<file path="config.mk">
export PLATFORM = sky130hd
export DESIGN_NAME = sm83_alu
export DESIGN_NICKNAME = d
export VERILOG_FILES = /design/src/rtl/core/sm83_pkg.sv /design/src/rtl/core/sm83_alu.sv
export SDC_FILE = /design/constraint.sdc
export NUM_CORES = 1
export LEC_CHECK = 0
export BUFFER_PORTS_ARGS = -buffer_cell sky130_fd_sc_hd__buf_2
export CAP_MARGIN = 30
export CORE_MARGIN = 5
export CORE_UTILIZATION = 35
export DETAILED_ROUTE_END_ITERATION = 10
export PLACE_DENSITY = 0.68
export SLEW_MARGIN = 40
export SYNTH_ARGS = -nofsm -noshare
export SYNTH_HDL_FRONTEND = slang
export SYNTH_SLANG_ARGS = --single-unit
</file>
<file path="constraint.sdc">
create_clock -name vclk -period 4.9
set_input_delay 0.98 -clock vclk [all_inputs]
set_output_delay 0.98 -clock vclk [all_outputs]
set_load 0.005 [all_outputs]
</file>
<file path="src/rtl/core/sm83_pkg.sv">
package sm83_pkg;

    localparam int MEM_DEPTH = 65536;

    // flag register bit positions
    localparam int FLAG_Z = 7;
    localparam int FLAG_N = 6;
    localparam int FLAG_H = 5;
    localparam int FLAG_C = 4;

    // action codes of an input word
    localparam logic [1:0] ACT_LOAD = 2'd0;
    localparam logic [1:0] ACT_EXEC = 2'd1;
    localparam logic [1:0] ACT_PEEK = 2'd2;

    typedef enum logic [2:0] {
        ALU_PASS,
        ALU_INC,
        ALU_XOR,
        ALU_CP,
        ALU_RL,
        ALU_BIT,
        ALU_RES,
        ALU_SET
    } t_alu_op;

    typedef struct packed {
        t_alu_op    op;
        logic [7:0] a;
        logic [7:0] b;
        logic [2:0] bidx;
        logic [7:0] flags;
    } t_alu_req;

    typedef struct packed {
        logic [7:0] res;
        logic [7:0] flags;
    } t_alu_rsp;

endpackage

</file>
<file path="src/rtl/core/sm83_alu.sv">
module sm83_alu (
    input  sm83_pkg::t_alu_req i_req,
    output sm83_pkg::t_alu_rsp o_rsp
);

    logic [7:0] w_sum;
    logic [7:0] w_diff;
    logic [7:0] w_mask;
    logic [7:0] w_res;
    logic [7:0] w_f;

    assign w_sum  = i_req.a + 8'd1;
    assign w_diff = i_req.a - i_req.b;
    assign w_mask = 8'd1 << i_req.bidx;

    // compute result and new flags for the selected operation
    always_comb begin
        w_res = i_req.a;
        w_f   = i_req.flags;
        unique case (i_req.op)
            sm83_pkg::ALU_PASS: begin
                w_res = i_req.b;
            end
            sm83_pkg::ALU_INC: begin
                w_res = w_sum;
                w_f[sm83_pkg::FLAG_Z] = (w_sum == 8'd0);
                w_f[sm83_pkg::FLAG_N] = 1'b0;
                w_f[sm83_pkg::FLAG_H] = (i_req.a[3:0] == 4'hF);
            end
            sm83_pkg::ALU_XOR: begin
                w_res = i_req.a ^ i_req.b;
                w_f   = 8'd0;
                w_f[sm83_pkg::FLAG_Z] = ((i_req.a ^ i_req.b) == 8'd0);
            end
            sm83_pkg::ALU_CP: begin
                w_f[sm83_pkg::FLAG_Z] = (w_diff == 8'd0);
                w_f[sm83_pkg::FLAG_N] = 1'b1;
                w_f[sm83_pkg::FLAG_H] = (i_req.a[3:0] < i_req.b[3:0]);
                w_f[sm83_pkg::FLAG_C] = (i_req.a < i_req.b);
            end
            sm83_pkg::ALU_RL: begin
                w_res = {i_req.a[6:0], i_req.flags[sm83_pkg::FLAG_C]};
                w_f[sm83_pkg::FLAG_Z] = ({i_req.a[6:0], i_req.flags[sm83_pkg::FLAG_C]} == 8'd0);
                w_f[sm83_pkg::FLAG_N] = 1'b0;
                w_f[sm83_pkg::FLAG_H] = 1'b0;
                w_f[sm83_pkg::FLAG_C] = i_req.a[7];
            end
            sm83_pkg::ALU_BIT: begin
                w_f[sm83_pkg::FLAG_Z] = ((i_req.a & w_mask) == 8'd0);
                w_f[sm83_pkg::FLAG_N] = 1'b0;
                w_f[sm83_pkg::FLAG_H] = 1'b1;
            end
            sm83_pkg::ALU_RES: begin
                w_res = i_req.a & ~w_mask;
            end
            sm83_pkg::ALU_SET: begin
                w_res = i_req.a | w_mask;
            end
            default: begin
                w_res = i_req.a;
            end
        endcase
    end

    assign o_rsp.res   = w_res;
    assign o_rsp.flags = w_f;

endmodule

</file>
==> results of run 1 <==
[power breakdown]
part | internal [mW] | total (mW) | switching, mW
sequential | 0 | 0 | 0
combinational | 0.0684 | 0.162 | 0.0938
clock | 0 | 0 | 0
[layout make-up]
| class | instances | area share (%) |
|---|---|---|
| multi-input cells | 195 | 78.8 |
| repair buffers | 46 | 14.6 |
| well taps | 50 | 3.97 |
| inverters | 11 | 2.62 |
[cells in the mapped netlist, drive strengths merged (2+ instances only)]
| cell | count |
|---|---|
| inv | 10 |
| o21bai | 3 |
| buf | 4 |
| nor3b | 4 |
| nand2b | 4 |
| xor2 | 3 |
| xnor2 | 6 |
| o22ai | 5 |
| a2bb2oi | 2 |
| a211o | 5 |
| nand4 | 5 |
| mux2i | 9 |
| nand2 | 23 |
| nor2b | 11 |
| nand3 | 9 |
| nor3 | 6 |
| a21oi | 19 |
| nor4 | 3 |
| nor2 | 18 |
| a221oi | 2 |
| nand3b | 2 |
| ha | 10 |
| and3 | 2 |
| clkbuf | 11 |
| o21ai | 29 |
| a31oi | 5 |
[layer usage]
| metal | vias up | global-route usage [%] | share of wire, % |
|---|---|---|---|
| met4 | 0 | 2.96 | 1.3 |
| met5 | - | 0 | 0 |
| met3 | 6 | 1.08 | 6.1 |
| met1 | 814 | 24.0 | 45 |
| met2 | 52 | 26.3 | 47 |
| li1 | 870 | - | - |
[per-stage QoR]
step                cells  utilization, %  hold WS [ps]  setup WS [ps]  cell area [um2]
floorplan             222               -          2070           1380             1450
global placement      302            39.4          2240            904             1580
detailed placement    302            39.4          2250            882             1580
CTS                   302            39.4          2250            872             1580
global route          302            39.4          2270            714             1580
finish                302            39.4          2250            857             1580
[worst max-delay path by stage]
stage	start	endpoint	slack, ps	cells after the start
CTS	i_req[19]	o_rsp[7]	870	10
global route	i_req[19]	o_rsp[7]	710	10
floorplan	i_req[19]	o_rsp[7]	1380	8
detailed placement	i_req[19]	o_rsp[7]	880	10
finish	i_req[19]	o_rsp[7]	860	10
global placement	i_req[19]	o_rsp[7]	900	10
[worst min-delay path: stages]
cell and delay [ps]:
buf_2 70, nor2b_1 100, buf_2 120
[cells by family (layout without fill, tap and decap cells)]
group                    count (synthesis)  count (layout)  synth area share, %
XOR/XNOR                                 9               9                 5.43
multiplexers                            11              11                 8.53
AO/OA/AOI/OAI                           76              76                 31.3
adder cells (fa/ha/maj)                 11              11                 9.99
buffers and inverters                   27              57                 14.4
AND/OR/NAND/NOR                         88              88                 30.4
==> qor.csv, run 1 <==
metric;value;unit
status;complete, no violations;
Power Total;162;uW
final setup fails;0;
FFs & Latches;0;
endpoints failing hold;0;
Area Growth Syn to Fin;8.61;%
post_cts resized;0;
core area;4000;um2
Most Frequent Cell on Critical Path;buf_2;
slowest cell on the critical path;fa_1;
CP Launch Type;primary input;
max_cap viols;0;
post-synth top area cell;o21ai_0;
sequential cell area;0;um2
HP Start;i_req[1];
Hold EP;o_rsp[1];
GRT overflow;0;
die width;74.4;um
peak supply drop;0.0000488;V
# fillers;462;
Worst EP required;3920;ps
PortBufs;46;
Synth cell types;43;
final slew viol count;0;
clock buffer count;0;
mean routed wirelength per cell;15.1;um
Iteration-0 DRC Markers;298;
DR pass1 iterations;4;
PwrDens;103;nW/um2
setup_tns;0;ps
crit-path max cell delay;380;ps
Period Utilization, post-route;82.5;%
DRT Wirelength;4.55;mm
Syn Area/Cell;6.54;um2
Slew headroom;57.3;%
die area;5540;um2
Syn. warnings;0;
Synth top area share;9.65;%
DP HPWL;3.55;mm
sequential area share after synthesis;0;%
IO Pins;46;
Tot GR Track Use;16.3;%
minimum clock period;4040;ps
Die Height;74.4;um
postcts setup bufs;0;
layout cells sized above 1;19.0;%
RSZ-0062 raised after global routing;no;
commonest non-fill, non-tap cell in the layout;buf_2;
critical path fanouts, max;9;
worst slew pin tran;640;ps
Residual DRC;0;
LEAKAGE;0.710;nW
Hold Path Stages;3;
CTS Hold Buffers Added;0;
vias;1742;
family with the most delay on the worst path;compound AO/OA/AOI/OAI gates;
worst path bufs/invs;3;
Mapped Nets;263;
first-pass GRT wire length;7.44;mm
pin count of the biggest net entering global routing;40;
Worst Hold Class;in -> out;
vias per cell;5.77;
Rows;23;
antenna diode count;0;
initial antenna violation count;0;
Cell Area, Synth;1450;um2
CP endpoint kind;primary output;
most frequent cells in the layout;buf_2, o21ai_0, nand2_1;
area of the multi-input gates;1240;um2
vias in the first global route;1559;
Routed Antenna Nets;0;
Mapped Cells;222;
fin nets;295;
Initial Util;36.3;%
crit path kind;in -> out;
CP arrival;3060;ps
largest cells by area after synthesis;o21ai_0, ha_1, clkbuf_8, a21oi_1, mux2i_1;
Achievable Freq;247;MHz
placer congestion estimate;0.883;
Cell Chain, Critical Path;buf_2, inv_1, ha_1, fa_1, nand2b_1, a21oi_1, nand2_1, a211o_1, o31ai_1, buf_2;
No activity file was read; power rests on OpenSTA's default activity.
==> run 2: changes to the inputs <==
--- a/config.mk
+++ b/config.mk
@@ -10,7 +10,7 @@
 export CORE_MARGIN = 5
 export CORE_UTILIZATION = 35
 export DETAILED_ROUTE_END_ITERATION = 10
-export PLACE_DENSITY = 0.68
+export PLACE_DENSITY = 0.71
 export SLEW_MARGIN = 40
 export SYNTH_ARGS = -nofsm -noshare
 export SYNTH_HDL_FRONTEND = slang
==> constraint.sdc (replaced) <==
create_clock -name vclk -period 3.5
set_input_delay 0.7 -clock vclk [all_inputs]
set_output_delay 0.7 -clock vclk [all_outputs]
set_load 0.005 [all_outputs]
==> run 2 against run 1 <==
Critical path depth unchanged. Design area increased by 2.6%. Setup slack got worse by 650 ps. Non-clock buffer count increased by 5. Utilization increased by 1.0 points. Hold slack got worse by 570 ps. Die area unchanged. Global-route usage increased by 0.11 points.
==> qor.csv, run 2 (synthesis gave the netlist of run 1 again) <==
metric;value;unit
Die Height;74.4;um
RSZ-0062 raised after global routing;no;
CP arrival;2590;ps
vias;1769;
PwrDens;143;nW/um2
Initial Util;36.3;%
CTS Hold Buffers Added;0;
PortBufs;46;
Slew headroom;73.5;%
vias in the first global route;1705;
final setup fails;0;
Rows;23;
CP Launch Type;primary input;
IO Pins;46;
sequential cell area;0;um2
placer congestion estimate;0.887;
Hold Path Stages;3;
Tot GR Track Use;16.4;%
Routed Antenna Nets;0;
DR pass1 iterations;4;
cell area after layout;1620;um2
critical path fanouts, max;4;
DRT Wirelength;4.49;mm
crit path kind;in -> out;
slowest cell on the critical path;fa_1;
CP endpoint kind;primary output;
Area Growth Syn to Fin;11.5;%
initial antenna violation count;0;
antenna diode count;0;
clock buffer count;0;
worst slew pin tran;398;ps
die width;74.4;um
FFs & Latches;0;
Cell Area, Placed;1620;um2
most frequent cells in the layout;buf_2, o21ai_0, nand2_1;
Achievable Freq;304;MHz
core area;4000;um2
max_cap viols;0;
LEAKAGE;0.734;nW
Cell Chain, Critical Path;buf_2, inv_1, ha_1, fa_1, nand2b_1, a21oi_2, nand2_1, a211o_1, o31ai_1, buf_2;
peak supply drop;0.0000463;V
GRT overflow;0;
final slew viol count;0;
Residual DRC;0;
layout cells sized above 1;21.0;%
Worst EP required;2800;ps
status;complete, no violations;
minimum clock period;3290;ps
family with the most delay on the worst path;compound AO/OA/AOI/OAI gates;
postcts setup bufs;0;
crit-path max cell delay;380;ps
mean routed wirelength per cell;14.6;um
fin nets;300;
Worst Hold Class;in -> out;
commonest non-fill, non-tap cell in the layout;buf_2;
die area;5540;um2
Most Frequent Cell on Critical Path;buf_2;
DP Worst Slack;138;ps
Period Utilization, post-route;94.1;%
vias per cell;5.76;
worst path bufs/invs;3;
DP HPWL;3.59;mm
endpoints failing hold;0;
pin count of the biggest net entering global routing;25;
first-pass GRT wire length;7.49;mm
setup_tns;0;ps
Crit. path cell count;10;
Iteration-0 DRC Markers;276;
Power Total;232;uW
final worst slack;207;ps
-- run 2: area by class of cell --
class,instances,area (um2)
Multi-Input combinational cell,195,1250
Fill cell,449,2380
Tap cell,50,62.6
Inverter,11,41.3
Timing Repair Buffer,51,268
-- run 2: layer usage --
layer | up-vias | global-route usage (%) | routed length, um
li1 | 888 | - | -
met1 | 805 | 22.1 | 1960
met2 | 67 | 28.7 | 2170
met3 | 9 | 0.811 | 283
met4 | 0 | 3.95 | 76
met5 | - | 0 | 0
-- run 2: stage by stage --
stage / std cells / hold slack [ps] / util, %
2_1_floorplan: 222 / 1510 / -
3_3_place_gp: 307 / 1690 / 40.4
3_5_place_dp: 307 / 1680 / 40.4
4_1_cts: 307 / 1680 / 40.4
5_1_grt: 307 / 1730 / 40.5
6_report: 307 / 1680 / 40.5
-- run 2: report_power, final --
part | switching, mW | internal [mW]
clock | 0 | 0
sequential | 0 | 0
combinational | 0.132 | 0.0999
total | 0.132 | 0.0999
-- run 2: final timing paths --
check	start	to	slack (ps)
setup / recovery	i_req[19]	o_rsp[7]	210
hold / removal	i_req[0]	o_rsp[0]	1680
-- run 2: repair_timing --
item	in CTS	in global routing
gates resized for setup	0	1
hold endpoints to repair	0	0
endpoints found under the setup margin	0	1
==> run 3: changes to the inputs <==
--- a/config.mk
+++ b/config.mk
@@ -11,6 +11,7 @@
 export CORE_UTILIZATION = 35
 export DETAILED_ROUTE_END_ITERATION = 10
 export PLACE_DENSITY = 0.71
+export SETUP_SLACK_MARGIN = 0.4
 export SLEW_MARGIN = 40
 export SYNTH_ARGS = -nofsm -noshare
 export SYNTH_HDL_FRONTEND = slang
==> run 3 against run 2 <==
Largest power group unchanged. Via count grew 2.0%. Maximum frequency grew 4.6%. Count of clock-buffer cells in the layout is the same. Highest routed layer unchanged. Hold slack is essentially flat. Cell count grew 0.65%. Flip-flop and latch count is the same.
==> qor.csv, run 3 (synthesis gave the netlist of run 1 again) <==
metric;value;unit
IO Pins;46;
Routed Antenna Nets;0;
status;complete, no violations;
Rows;23;
DP HPWL;3.59;mm
# fillers;434;
slowest cell on the critical path;ha_2;
layout cells sized above 1;28.6;%
worst slew pin tran;387;ps
RSZ-0062 raised after global routing;yes;
core area;4000;um2
Area Growth Syn to Fin;21.3;%
vias in the first global route;1715;
M3 GR Usage;0.811;%
Critical Path Start;i_req[22];
commonest non-fill, non-tap cell in the layout;buf_2;
antenna diode count;0;
crit-path max cell delay;360;ps
PwrDens;151;nW/um2
fin nets;302;
Tot GR Track Use;16.5;%
most frequent cells in the layout;buf_2, o21ai_0, nand2_1;
vias;1804;
clock buffer count;0;
die width;74.4;um
PortBufs;46;
crit path kind;in -> out;
Achievable Freq;318;MHz
FFs & Latches;0;
DRT Wirelength;4.80;mm
endpoints failing hold;0;
first-pass GRT wire length;7.53;mm
final setup fails;0;
CP endpoint kind;primary output;
minimum clock period;3150;ps
Period Utilization, post-route;90.0;%
vias per cell;5.84;
GRT overflow;0;
peak supply drop;0.0000528;V
Die Height;74.4;um
Initial Util;36.3;%
Worst EP required;2800;ps
met1 Usage GRT;21.9;%
Worst Hold Class;in -> out;
family with the most delay on the worst path;compound AO/OA/AOI/OAI gates;
CP Launch Type;primary input;
GR peak layer;met2;
HP Start;i_req[0];
Slew headroom;74.1;%
dpl cells;307;
final worst slack;352;ps
initial antenna violation count;0;
Cell Chain, Critical Path;buf_2, ha_2, nor2_2, a21oi_4, a211o_1, a211o_1, o31ai_4, buf_2;
met2 usage in global routing;29.1;%
final non-filler cell total;309;
pin count of the biggest net entering global routing;25;
DP Worst Slack;138;ps
Iteration-0 DRC Markers;256;
worst path bufs/invs;2;
die area;5540;um2
critical path fanouts, max;9;
CTS Hold Buffers Added;0;
sequential cell area;0;um2
Residual DRC;0;
fin util;44.0;%
DR pass1 iterations;5;
LEAKAGE;0.768;nW
max_cap viols;0;
setup_tns;0;ps
CP arrival;2450;ps
mean routed wirelength per cell;15.5;um
placer congestion estimate;0.887;
final slew viol count;0;
[run 3: cell count changes in the layout (fill, tap and decap cells not counted), sizes merged]
cell and change:
buf +2
[run 3: cell type report]
| type | count | area (um2) | area share (%) |
|---|---|---|---|
| inverter | 11 | 43.8 | 2.49 |
| multi-input combinational | 195 | 1350 | 76.8 |
| tap | 50 | 62.6 | 3.55 |
| timing repair buffer | 53 | 302 | 17.1 |
[run 3: power by group]
group          total (mW)  internal [mW]  switching [mW]  leakage (nW)
Clock                   0              0               0             0
Combinational       0.266          0.119           0.147         0.768
Sequential              0              0               0             0
Total               0.266          0.119           0.147         0.768
[run 3: path summary, 6_finish.rpt]
path	endpoint	cells past startpoint	slack, ps
min	o_rsp[0]	3	1680
max	o_rsp[7]	8	350
[run 3: timing repair]
item                                    in CTS  in global routing
endpoints found under the setup margin       2                  2
resized for setup                           10                 20
pin swaps                                    2                  9
setup buffers                                1                  1
[run 3: layer usage]
| metal | routed length [um] | part of all wire, % |
|---|---|---|
| met5 | 0 | 0 |
| met4 | 137 | 2.9 |
| met3 | 335 | 7.0 |
| met2 | 2380 | 50 |
| met1 | 1950 | 41 |
[run 3: stage by stage]
step | cell area (um2) | power [mW] | hold slack, ps
final | 1760 | 0.266 | 1680
after global routing | 1760 | 0.295 | 1730
after CTS | 1660 | 0.241 | 1680
after detailed placement | 1620 | 0.228 | 1680
after global placement | 1620 | 0.226 | 1690
after floorplan | 1450 | 0.164 | 1510
